--- config.mk ---
export PLATFORM = sky130hd
export DESIGN_NAME = obsu_emit_flat
export DESIGN_NICKNAME = d
export VERILOG_FILES = /design/src/rtl/obsu_pkg.sv /design/src/rtl/obsu_ifs.sv /design/src/rtl/obsu_emit.sv /design/src/flat_wrapper.sv
export SDC_FILE = /design/constraint.sdc
export NUM_CORES = 1
export LEC_CHECK = 0
export BUFFER_PORTS_ARGS = -buffer_cell sky130_fd_sc_hd__buf_2
export CAP_MARGIN = 20
export CORE_MARGIN = 1.5
export CORE_UTILIZATION = 35
export CTS_CLUSTER_DIAMETER = 200
export DETAILED_ROUTE_END_ITERATION = 16
export PLACE_DENSITY = 0.61
export SLEW_MARGIN = 25
export SYNTH_ARGS = -nofsm -noshare
export SYNTH_HDL_FRONTEND = slang
export SYNTH_SLANG_ARGS = --single-unit
export TNS_END_PERCENT = 10
--- constraint.sdc ---
create_clock -name clock -period 18.3 [get_ports clock]
set_input_delay 3.66 -clock clock [delete_from_list [all_inputs] [get_ports clock]]
set_output_delay 3.66 -clock clock [all_outputs]
set_load 0.005 [all_outputs]
--- src/rtl/obsu_pkg.sv ---
`timescale 1ns / 1ps
// ----------------------------------------------------------------------------
// obsu_pkg - oriented box support unit shared definitions
// Word formats, request and register codes, stage records and the
// saturation helpers used across the pipeline.
// ----------------------------------------------------------------------------
package obsu_pkg;

   localparam int FRAC_BITS  = 16;
   localparam int WORD_BITS  = 32;
   localparam int FIELD_W    = 32;
   localparam int HALF_W     = 31;
   localparam int PROX_W     = 31;
   localparam int NUM_AXES   = 3;
   localparam int FACE_BEATS = 4;
   localparam int BEAT_W     = $clog2(FACE_BEATS);
   localparam int PROD_W     = WORD_BITS + FIELD_W;
   localparam int DOT_W      = PROD_W + 2;
   localparam int SUM_W      = WORD_BITS + 4;

   typedef logic signed [WORD_BITS-1:0] word_type;
   typedef logic signed [FIELD_W-1:0]   field_type;
   typedef logic        [HALF_W-1:0]    half_type;
   typedef logic        [PROX_W-1:0]    prox_type;
   typedef logic signed [PROD_W-1:0]    prod_type;
   typedef logic signed [DOT_W-1:0]     dot_type;
   typedef logic signed [SUM_W-1:0]     sum_type;
   typedef logic        [BEAT_W-1:0]    beat_type;

   localparam word_type WORD_MAX   = {1'b0, {(WORD_BITS-1){1'b1}}};
   localparam word_type WORD_MIN   = {1'b1, {(WORD_BITS-1){1'b0}}};
   localparam prox_type PROX_MAX   = '1;
   localparam half_type HALF_RESET = half_type'(1 << FRAC_BITS);

   typedef enum logic [1:0] {
      OP_LOAD_AXIS     = 2'd0,
      OP_LOAD_ORIGIN   = 2'd1,
      OP_SUPPORT_POINT = 2'd2,
      OP_SUPPORT_FACE  = 2'd3
   } op_type;

   typedef enum logic [1:0] {
      CSR_HALF_X = 2'd0,
      CSR_HALF_Y = 2'd1,
      CSR_HALF_Z = 2'd2
   } csr_index_type;

   typedef enum logic [1:0] {
      AXIS_X = 2'd0,
      AXIS_Y = 2'd1,
      AXIS_Z = 2'd2
   } axis_type;

   typedef enum logic [1:0] {
      KIND_LOAD,
      KIND_POINT,
      KIND_FACE
   } kind_type;

   typedef struct {
      word_type axes    [NUM_AXES][NUM_AXES];
      word_type extents [NUM_AXES][NUM_AXES];
      word_type origin  [NUM_AXES];
   } state_type;

   typedef struct {
      logic     valid;
      kind_type kind;
      prod_type ext_dp  [NUM_AXES][NUM_AXES];
      prod_type axis_dp [NUM_AXES][NUM_AXES];
   } prod_stage_type;

   typedef struct {
      logic     valid;
      kind_type kind;
      word_type origin [NUM_AXES];
      sum_type  t1     [NUM_AXES];
      sum_type  t2     [NUM_AXES];
      sum_type  t3     [NUM_AXES];
      word_type aux    [NUM_AXES];
      prox_type prox;
      logic [1:0] face_axis;
   } term_stage_type;

   function automatic word_type sat_prod(prod_type x);
      if (x > prod_type'(WORD_MAX)) return WORD_MAX;
      if (x < prod_type'(WORD_MIN)) return WORD_MIN;
      return word_type'(x);
   endfunction

   function automatic word_type sat_sum(sum_type x);
      if (x > sum_type'(WORD_MAX)) return WORD_MAX;
      if (x < sum_type'(WORD_MIN)) return WORD_MIN;
      return word_type'(x);
   endfunction

   function automatic field_type to_field(word_type w);
      logic signed [WORD_BITS+FIELD_W-1:0] wide;
      wide = w;
      return wide[FIELD_W-1:0];
   endfunction

endpackage

--- src/rtl/obsu_ifs.sv ---


interface obsu_rsp_if;
   logic                valid;
   logic                ready;
   obsu_pkg::field_type pt_x;
   obsu_pkg::field_type pt_y;
   obsu_pkg::field_type pt_z;
   obsu_pkg::field_type aux_x;
   obsu_pkg::field_type aux_y;
   obsu_pkg::field_type aux_z;
   obsu_pkg::prox_type  proximity;
   logic [1:0]          face_axis;
   logic                last;

   modport source (output valid, pt_x, pt_y, pt_z, aux_x, aux_y, aux_z,
                   proximity, face_axis, last, input ready);
   modport sink   (input valid, pt_x, pt_y, pt_z, aux_x, aux_y, aux_z,
                   proximity, face_axis, last, output ready);
endinterface


--- src/rtl/obsu_emit.sv ---
`timescale 1ns / 1ps
// ----------------------------------------------------------------------------
// obsu_emit - response register
// Holds one request's terms and plays out its responses: one for loads and
// support points, four face vertices for a support-face request.
// ----------------------------------------------------------------------------
module obsu_emit (
   input  logic                     clock,
   input  logic                     reset,
   input  obsu_pkg::term_stage_type s3_in,
   output logic                     s3_ready,
   obsu_rsp_if.source               rsp_if
);
   import obsu_pkg::*;

   localparam beat_type LAST_BEAT = beat_type'(FACE_BEATS - 1);

   term_stage_type t_ff;
   beat_type       beat_ff;

   logic     last_beat;
   logic     done;
   logic     neg_u;
   logic     neg_v;
   word_type pt [NUM_AXES];

   assign last_beat = (t_ff.kind != KIND_FACE) || (beat_ff == LAST_BEAT);
   assign done      = t_ff.valid && rsp_if.ready && last_beat;
   assign s3_ready  = !t_ff.valid || done;

   // vertex order: +u+v, +u-v, -u-v, -u+v
   assign neg_u = (t_ff.kind == KIND_FACE) && beat_ff[1];
   assign neg_v = (t_ff.kind == KIND_FACE) && (beat_ff[1] ^ beat_ff[0]);

   always_comb begin
      for (int j = 0; j < NUM_AXES; j++) begin
         pt[j] = sat_sum(sum_type'(t_ff.origin[j]) + t_ff.t1[j]
                       + (neg_u ? -t_ff.t2[j] : t_ff.t2[j])
                       + (neg_v ? -t_ff.t3[j] : t_ff.t3[j]));
      end
   end

   always_ff @(posedge clock) begin
      if (reset) begin
         t_ff.valid <= 1'b0;
         beat_ff    <= '0;
      end else begin
         if (s3_ready) begin
            t_ff.valid <= s3_in.valid;
         end
         if (t_ff.valid && rsp_if.ready) begin
            beat_ff <= last_beat ? '0 : beat_ff + beat_type'(1);
         end
      end
      if (s3_ready && s3_in.valid) begin
         t_ff.kind      <= s3_in.kind;
         t_ff.origin    <= s3_in.origin;
         t_ff.t1        <= s3_in.t1;
         t_ff.t2        <= s3_in.t2;
         t_ff.t3        <= s3_in.t3;
         t_ff.aux       <= s3_in.aux;
         t_ff.prox      <= s3_in.prox;
         t_ff.face_axis <= s3_in.face_axis;
      end
   end

   assign rsp_if.valid     = t_ff.valid;
   assign rsp_if.pt_x      = to_field(pt[0]);
   assign rsp_if.pt_y      = to_field(pt[1]);
   assign rsp_if.pt_z      = to_field(pt[2]);
   assign rsp_if.aux_x     = to_field(t_ff.aux[0]);
   assign rsp_if.aux_y     = to_field(t_ff.aux[1]);
   assign rsp_if.aux_z     = to_field(t_ff.aux[2]);
   assign rsp_if.proximity = t_ff.prox;
   assign rsp_if.face_axis = t_ff.face_axis;
   assign rsp_if.last      = last_beat;

endmodule

--- src/flat_wrapper.sv ---
// flat-port wrapper written by rule: the top's interface ports become plain ports
module obsu_emit_flat import obsu_pkg::*;
  (clock, reset, s3_in, s3_ready, rsp_if_valid, rsp_if_pt_x, rsp_if_pt_y, rsp_if_pt_z, rsp_if_aux_x, rsp_if_aux_y, rsp_if_aux_z, rsp_if_proximity, rsp_if_face_axis, rsp_if_last, rsp_if_ready);
  obsu_rsp_if rsp_if_i ();
  input  logic clock;
  input  logic reset;
  input  obsu_pkg::term_stage_type s3_in;
  output logic s3_ready;
  output wire logic [$bits(rsp_if_i.valid)-1:0] rsp_if_valid;
  output wire logic [$bits(rsp_if_i.pt_x)-1:0] rsp_if_pt_x;
  output wire logic [$bits(rsp_if_i.pt_y)-1:0] rsp_if_pt_y;
  output wire logic [$bits(rsp_if_i.pt_z)-1:0] rsp_if_pt_z;
  output wire logic [$bits(rsp_if_i.aux_x)-1:0] rsp_if_aux_x;
  output wire logic [$bits(rsp_if_i.aux_y)-1:0] rsp_if_aux_y;
  output wire logic [$bits(rsp_if_i.aux_z)-1:0] rsp_if_aux_z;
  output wire logic [$bits(rsp_if_i.proximity)-1:0] rsp_if_proximity;
  output wire logic [$bits(rsp_if_i.face_axis)-1:0] rsp_if_face_axis;
  output wire logic [$bits(rsp_if_i.last)-1:0] rsp_if_last;
  input wire logic [$bits(rsp_if_i.ready)-1:0] rsp_if_ready;
  assign rsp_if_valid = rsp_if_i.valid;
  assign rsp_if_pt_x = rsp_if_i.pt_x;
  assign rsp_if_pt_y = rsp_if_i.pt_y;
  assign rsp_if_pt_z = rsp_if_i.pt_z;
  assign rsp_if_aux_x = rsp_if_i.aux_x;
  assign rsp_if_aux_y = rsp_if_i.aux_y;
  assign rsp_if_aux_z = rsp_if_i.aux_z;
  assign rsp_if_proximity = rsp_if_i.proximity;
  assign rsp_if_face_axis = rsp_if_i.face_axis;
  assign rsp_if_last = rsp_if_i.last;
  assign rsp_if_i.ready = rsp_if_ready;
  obsu_emit u_core (.clock(clock), .reset(reset), .s3_in(s3_in), .s3_ready(s3_ready), .rsp_if(rsp_if_i));
endmodule
==> results.yml, run 1 <==
run_status:
  outcome: "finished clean"
power_and_ir_drop:
  powerDensity_mw_per_mm2: 127
  p_total_mw: 5.16
  p_leak_nw: 18.0
  ir_drop_mv: 0.0967
cts:
  path_clk_slew_ns: 0.06
  insertion_delay_ns: 0.61
  ctsResizeCount: 0
  cts.hold.buffers_added: 0
  cts_tree: "yes"
  tritoncts.num_buffers: 69
  clock-sinks: 554
  cts.path.max_buffers: 3
  cts_root_buffer: "clkbuf_16"
  postCtsSetupBuffers: 0
  cts_max_level: 3
layout:
  nets: 4473
  drive_gt1_share_pct: 25.9
  fillCellCount: 9098
  area_growth_pct: 20.3
synth:
  netlist_instances: 2908
  yosysWarnings: 0
  synth-edff-count: 551
  synth_seq_cells: 554
  async_flop_share_pct: 0
  netlist_area_mm2: 0.0339
  ys_types: 79
  yosysTopAreaCell: "edfxtp_1"
  synth_top_area_share_pct: 48.8
  synth_flop_cell: "edfxtp_1"
  syn_nets: 3785
  ys_top_cells_by_area: "edfxtp_1 49%, fa_1 12%, inv_1 5.7%"
  syn_avg_cell_area_um2: 11.7
  seq_area_frac_synth_pct: 49.0
floorplan:
  fp.dieW_um: 314
  die_h_um: 314
  core_area_mm2: 0.0954
  start_util_pct: 35.5
  num_rows: 113
  dieArea_mm2: 0.0987
  num_io_pins: 783
timing:
  fin_setup_tns_ns: 0
  fmax_mhz: 85.8
  setup_slack_ns: 6.65
  fin_crit_sh_pct: 63.7
  worstMarginPinSlew_ns: 0.995
  finalSetupViolations: 0
  slew_headroom_pct: 33.7
  finalMaxSlewViolations: 0
  fin_crit_ns: 11.65
  rsz0062_at_grt: "false"
  fin_skew_ns: 0.0173
  hold_violations: 0
worst_setup_path:
  r2r_end: "u_core.t_ff[259]$_DFFE_PP_"
  slowest_stage: "nor4_1"
  cpPeakStageDelay_ns: 0.72
  path_buf_inv: 4
  path_class: "reg2out"
  crit_path_start_kind: "register"
  cp_data_arrival_time_ns: 7.99
  path_max_fanout: 31
  reg2reg_depth: 8
  crit_family: "compound AO/OA/AOI/OAI gates"
  reg2reg_setup_slack_ns: 13.71
  critPathCaptureType: "output pin"
  worstPathRequired_ns: 14.64
  cp_cell_sequence: "nor4_1, nand3b_1, or4_1, nor2_1, and3_1, a31oi_1, xor2_1, fa_1, inv_1, fa_1, inv_1, ha_1, a21oi_1, o211ai_1, a2111oi_0, a22o_1, a31oi_1, a311oi_1, xor2_1, a221o_1, o31a_1, buf_4, o31ai_1, buf_2"
  rr_startpoint: "u_core.beat_ff[1]$_SDFFE_PP0P_"
detailed_routing:
  wl_um: 106000
  drtAntennaViolNets: 0
  num_vias: 23963
  routedWlPerCell_um: 21.4
  drt_iter0_drc: 1591
  dr.pass1.iters: 5
  avgViaCountPerCell: 4.85
  drc_errors: 0
grt:
  grt_max_degree: 152
  grt_usage_pct: 21.2
  grt_pass1_vias: 24155
  grt_pass1_wl_um: 152000
  grt_overflow: 0
  grt_antenna_before_repair: 80
worst_hold_path:
  min_to: "u_core.beat_ff[1]$_SDFFE_PP0P_"
  min_from: "u_core.beat_ff[1]$_SDFFE_PP0P_"
  hold_depth: 2
  min_path_type: "reg2reg"
place:
  numPortBuffers: 782
  dp_hpwl_um: 85800
  routabilityCongestion: 0.903
  pre_cts_slack_ns: 7.50
flow_run:
  cap_violations: 0
sequential cells by signal (all words and copies together) (netlist names):
| signal | flops |
|---|---|
| u_core.rsp_if.aux_z | 32 |
| u_core.rsp_if.aux_x | 32 |
| u_core.beat_ff | 2 |
| u_core.rsp_if.valid | 1 |
| u_core.rsp_if.face_axis | 2 |
| u_core.t_ff | 422 |
| u_core.rsp_if.aux_y | 32 |
| u_core.rsp_if.proximity | 31 |
kinds of logic after synthesis:
group | count (synthesis) | synth area share (%)
mux | 4 | 0.126
fa+ha+maj | 322 | 16.5
buf+inv | 706 | 9.33
xor+xnor | 306 | 7.97
simple gates | 453 | 6.72
compound gates | 563 | 10.3
flops | 554 | 49.0
tightest hold or removal path, stage by stage, from the launching register on:
cell     delay (ns)
dfxtp_1        0.34
a21oi_1        0.14
nor2_1         0.04
power by group:
part,leakage (nW),total (mW),internal [mW],switching (mW)
combinational,11.6,2.22,0.924,1.29
sequential,5.34,1.54,1.49,0.0507
clock,1.12,1.40,0.840,0.560
total,18.0,5.16,3.26,1.91
cells in the final DEF (no fill, tap or decap), types with 15 or more instances in the layout:
master | netlist | layout
and2_1 | 18 | 15
or4_1 | 15 | 15
a211oi_1 | 15 | 15
or3_1 | 20 | 20
a21oi_1 | 163 | 162
xnor2_1 | 172 | 172
nor3_1 | 44 | 44
a21o_1 | 74 | 74
nand3_1 | 17 | 17
nand2b_1 | 29 | 29
nor2_1 | 118 | 118
buf_4 | 130 | 19
a31oi_1 | 23 | 23
edfxtp_1 | 551 | 551
clkbuf_16 | 0 | 71
diode_2 | 0 | 30
o21ai_0 | 138 | 138
o41ai_1 | 17 | 17
nand2_1 | 108 | 106
xor2_1 | 132 | 132
o31ai_1 | 35 | 34
nor4_1 | 21 | 21
o21ai_1 | 24 | 24
inv_1 | 518 | 518
ha_1 | 112 | 112
fa_1 | 210 | 210
buf_2 | 10 | 782
stage by stage:
| step | utilization, % | cells | hold slack, ns | cell area, um2 |
|---|---|---|---|---|
| after floorplan | - | 2908 | 0.488 | 33900 |
| after global placement | 40.2 | 4788 | 0.508 | 38400 |
| after detailed placement | 40.2 | 4790 | 0.548 | 38400 |
| after CTS | 42.6 | 4912 | 0.561 | 40700 |
| after global routing | 42.7 | 4933 | 0.583 | 40700 |
| final | 42.7 | 4942 | 0.569 | 40800 |
cell type report:
cell class	count	area, um2	share of cell area (%)
antenna	30	75.1	0.184
clock buffer	81	1810	4.45
clock inverter	41	480	1.18
inverter	518	1940	4.77
multi-input combinational	1648	14200	34.7
sequential	554	16600	40.7
tap	1265	1580	3.88
timing repair buffer	805	4110	10.1
cells in the mapped netlist, drive strengths merged, types with 15 or more instances:
| cell | n |
|---|---|
| nand2b | 29 |
| buf | 146 |
| a21oi | 169 |
| nand2 | 108 |
| nor2 | 118 |
| ha | 112 |
| nor3 | 44 |
| a211oi | 15 |
| nor4 | 22 |
| and2 | 18 |
| or3 | 21 |
| xnor2 | 173 |
| inv | 518 |
| clkbuf | 42 |
| a21o | 74 |
| o41ai | 17 |
| nand3 | 17 |
| o31ai | 35 |
| o21ai | 164 |
| edfxtp | 551 |
| xor2 | 132 |
| or4 | 17 |
| fa | 210 |
| a31oi | 23 |
per-layer routing:
layer | GRT usage [%] | vias up | wire length, um
met5 | 0 | - | 186
met4 | 9.04 | 30 | 4100
met3 | 5.59 | 257 | 8030
met2 | 36.3 | 940 | 52400
met1 | 24.9 | 11532 | 41100
li1 | - | 11204 | -
how the worst max path moves through the flow:
stage / start / endpoint / slack (ns) / cells after the start
after floorplan: rsp_if_ready / u_core.rsp_if.aux_x[0]$_DFFE_PP_ / 1.10 / 3
after global placement: u_core.t_ff[167]$_DFFE_PP_ / rsp_if_pt_y[14] / 7.42 / 22
after detailed placement: u_core.t_ff[167]$_DFFE_PP_ / rsp_if_pt_y[9] / 7.50 / 24
after CTS: u_core.t_ff[239]$_DFFE_PP_ / rsp_if_pt_z[17] / 6.77 / 24
after global routing: u_core.t_ff[239]$_DFFE_PP_ / rsp_if_pt_z[18] / 6.13 / 24
final: u_core.t_ff[239]$_DFFE_PP_ / rsp_if_pt_z[17] / 6.65 / 24
(Power assumes the default switching activity.)
==> run 2, diff against run 1 <==
- ABC_AREA: not set -> 1
- PLACE_DENSITY: 0.61 -> 0.62
- clock period: 18.3 -> 10.7 ns (I/O delays scaled with it)
==> run 2 against run 1 <==
  * Clock power is 70% higher
  * Hold slack worse by 0.065 ns
  * Register-to-register slack got worse by 6.0 ns
  * Non-clock buffer count shrank 10
  * Die area is 8.2% higher
  * Final cell count is 21% higher
  * Routed wire length rose by 16%
  * Critical path type unchanged
  * Critical endpoint is now rsp_if_pt_z[9]
  * Highest routed layer unchanged
==> results.yml, run 2 <==
power_and_ir_drop:
  p_leak_nw: 20.5
  p_total_mw: 9.03
  ir_drop_mv: 0.158
  powerDensity_mw_per_mm2: 207
grt:
  grt_overflow: 0
  grt_pass1_vias: 28399
  grt_usage_pct: 22.6
  grt_antenna_before_repair: 54
  grt_pass1_wl_um: 177000
  grt_max_degree: 153
cts:
  insertion_delay_ns: 0.66
  clock-sinks: 554
  path_clk_slew_ns: 0.06
  ctsResizeCount: 0
  tritoncts.num_buffers: 67
  cts.hold.buffers_added: 0
  cts.path.max_buffers: 3
  cts_root_buffer: "clkbuf_16"
  postCtsSetupBuffers: 0
  cts_tree: "yes"
  cts_max_level: 3
synth:
  synthAdderAreaFrac_pct: 15.3
  syn_avg_cell_area_um2: 9.55
  synth_flop_cell: "edfxtp_1"
  yosysTopAreaCell: "edfxtp_1"
  netlist_area_mm2: 0.0367
  seq_area_frac_synth_pct: 45.2
  synth_common_cells: "787 x inv_1, 766 x nand2_1, 551 x edfxtp_1"
  syn_nets: 4721
  synth-edff-count: 551
  yosys.area_share.xor_xnor_pct: 6.82
  ys_types: 53
  yosysWarnings: 0
  yosysMostFrequentCell: "inv_1"
  synthSimpleGateAreaFrac_pct: 16.0
  async_flop_share_pct: 0
  synth_compound_area_share_pct: 5.11
  synth_top_area_share_pct: 45.1
  synth_seq_cells: 554
  netlist_instances: 3844
  ys_top_cells_by_area: "edfxtp_1 45%, fa_1 11%, inv_1 8.0%"
  synth_top_family_by_area: "simple AND/OR/NAND/NOR gates"
  synth_mux_area_share_pct: 0
detailed_routing:
  avgViaCountPerCell: 4.69
  drtAntennaViolNets: 0
  drt_iter0_drc: 1919
  drc_errors: 0
  wl_um: 123000
  dr.pass1.iters: 6
  num_vias: 28088
  routedWlPerCell_um: 20.5
worst_setup_path:
  reg2reg_depth: 7
  path_class: "reg2out"
  r2r_end: "u_core.rsp_if.aux_x[13]$_DFFE_PP_"
  crit_path_start_kind: "register"
  critPathCaptureType: "output pin"
  critPathCapture: "rsp_if_pt_z[9]"
  reg2reg_setup_slack_ns: 7.73
  worstSetupStartpoint: "u_core.t_ff[134]$_DFFE_PP_"
  path_max_fanout: 31
  worstPathRequired_ns: 8.56
  cp_data_arrival_time_ns: 7.12
  rr_startpoint: "u_core.t_ff[550]$_DFFE_PP_"
layout:
  fillCellCount: 10308
  largest_register_ffs: 422
  post-route-cell-area_mm2: 0.0436
  nets: 5416
  largest-register: "u_core.t_ff"
  layout_commonest_cell: "inv_1"
  final_util_pct: 42.0
  drive_gt1_share_pct: 22.1
  multi_input_area_mm2: 0.0159
  final_cells: 5985
  seq_area_mm2: 0.0166
  final_cell_mix: "785 x inv_1, 782 x buf_2, 765 x nand2_1"
  area_growth_pct: 18.8
floorplan:
  die_h_um: 327
  num_rows: 118
  num_io_pins: 783
  fp.dieW_um: 327
  dieArea_mm2: 0.107
  start_util_pct: 35.4
  core_area_mm2: 0.104
timing:
  fin_crit_ns: 9.26
  fin_crit_sh_pct: 86.5
  fin_skew_ns: 0.0423
  finalSetupViolations: 0
  fmax_mhz: 108
  rsz0062_at_grt: "false"
  finalMaxSlewViolations: 0
  holdWs_ns: 0.503
  slew_headroom_pct: 35.6
  worstMarginPinSlew_ns: 0.966
  hold_violations: 0
place:
  dp_hpwl_um: 102000
  dpl_cell_area_mm2: 0.0413
  place_inst: 5850
  routabilityCongestion: 0.951
  numPortBuffers: 782
worst_hold_path:
  min_path_type: "reg2reg"
flow_run:
  cap_violations: 0
run_status:
  outcome: "finished clean"
[run 2: cell types whose count changed after synthesis, sizes merged, moves of 73 or more]
cell   delta
inv     +279
nand3   +105
xnor2    -92
xor2     +73
nor2    +224
nand2   +710
[run 2: layout make-up]
| class | instances | area share (%) |
|---|---|---|
| diodes | 13 | 0.0746 |
| clock buffers | 73 | 3.95 |
| clock inverters | 49 | 1.31 |
| inverters | 797 | 6.86 |
| multi-input cells | 2324 | 36.5 |
| flip-flops and latches | 554 | 38.1 |
| well taps | 1380 | 3.96 |
| repair buffers | 795 | 9.29 |
[run 2: critical path, stage by stage (launching register included)]
cell and delay [ns]:
edfxtp_1 0.49, nor2_2 0.14, nand2_1 0.07, nor2_2 0.26, nand3_1 0.16, nor2_1 0.29
nand2_1 0.17, nor3_2 0.35, inv_1 0.17, o31ai_1 0.30, xor2_1 0.14, fa_1 0.52
inv_1 0.05, fa_1 0.50, inv_1 0.06, ha_1 0.40, nand2_1 0.12, nor2_1 0.27
nand2_1 0.12, nor2_1 0.25, nand3_1 0.22, nand4_1 0.17, nand2_1 0.09, nand3_1 0.12
nand3_2 0.56, nand2_1 0.28, nand2_2 0.05, buf_2 0.14
[run 2: report_power, final]
group	internal, mW	switching (mW)
combinational	1.42	2.58
sequential	2.55	0.0936
clock	1.38	0.997
total	5.36	3.67
[run 2: cell families (layout without fill, tap and decap cells)]
family	Yosys count	after routing
simple gates	1392	1392
buf+inv	966	1714
flops	554	554
compound gates	324	324
fa+ha+maj	322	322
xor+xnor	286	286
other cells	0	13
[run 2: metrics by stage]
stage               setup WS (ns)  setup TNS [ns]
global route                0.923               0
CTS                          1.40               0
detailed placement           2.11               0
global placement             2.22               0
finish                       1.44               0
floorplan                  -0.249         -137.02
[run 2: how the worst min path moves through the flow]
stage,from,endpoint,slack [ns],cells past startpoint
2_1_floorplan,u_core.beat_ff[0]$_SDFFE_PP0P_,u_core.beat_ff[0]$_SDFFE_PP0P_,0.44,1
3_5_place_dp,u_core.beat_ff[0]$_SDFFE_PP0P_,u_core.beat_ff[0]$_SDFFE_PP0P_,0.49,1
5_1_grt,u_core.beat_ff[0]$_SDFFE_PP0P_,u_core.beat_ff[0]$_SDFFE_PP0P_,0.52,1
3_3_place_gp,u_core.beat_ff[0]$_SDFFE_PP0P_,u_core.beat_ff[0]$_SDFFE_PP0P_,0.46,1
6_report,u_core.beat_ff[1]$_SDFFE_PP0P_,u_core.beat_ff[1]$_SDFFE_PP0P_,0.50,2
4_1_cts,u_core.beat_ff[0]$_SDFFE_PP0P_,u_core.beat_ff[0]$_SDFFE_PP0P_,0.50,1
[run 2: metal layers]
metal	part of all wire, %	track usage [%]	up-vias	wire, um
met3	6.0	4.03	256	7350
met2	51	40.6	1013	62900
met1	39	27.0	13373	47900
met5	0.19	0	-	231
li1	-	-	13412	-
met4	3.7	8.21	34	4570
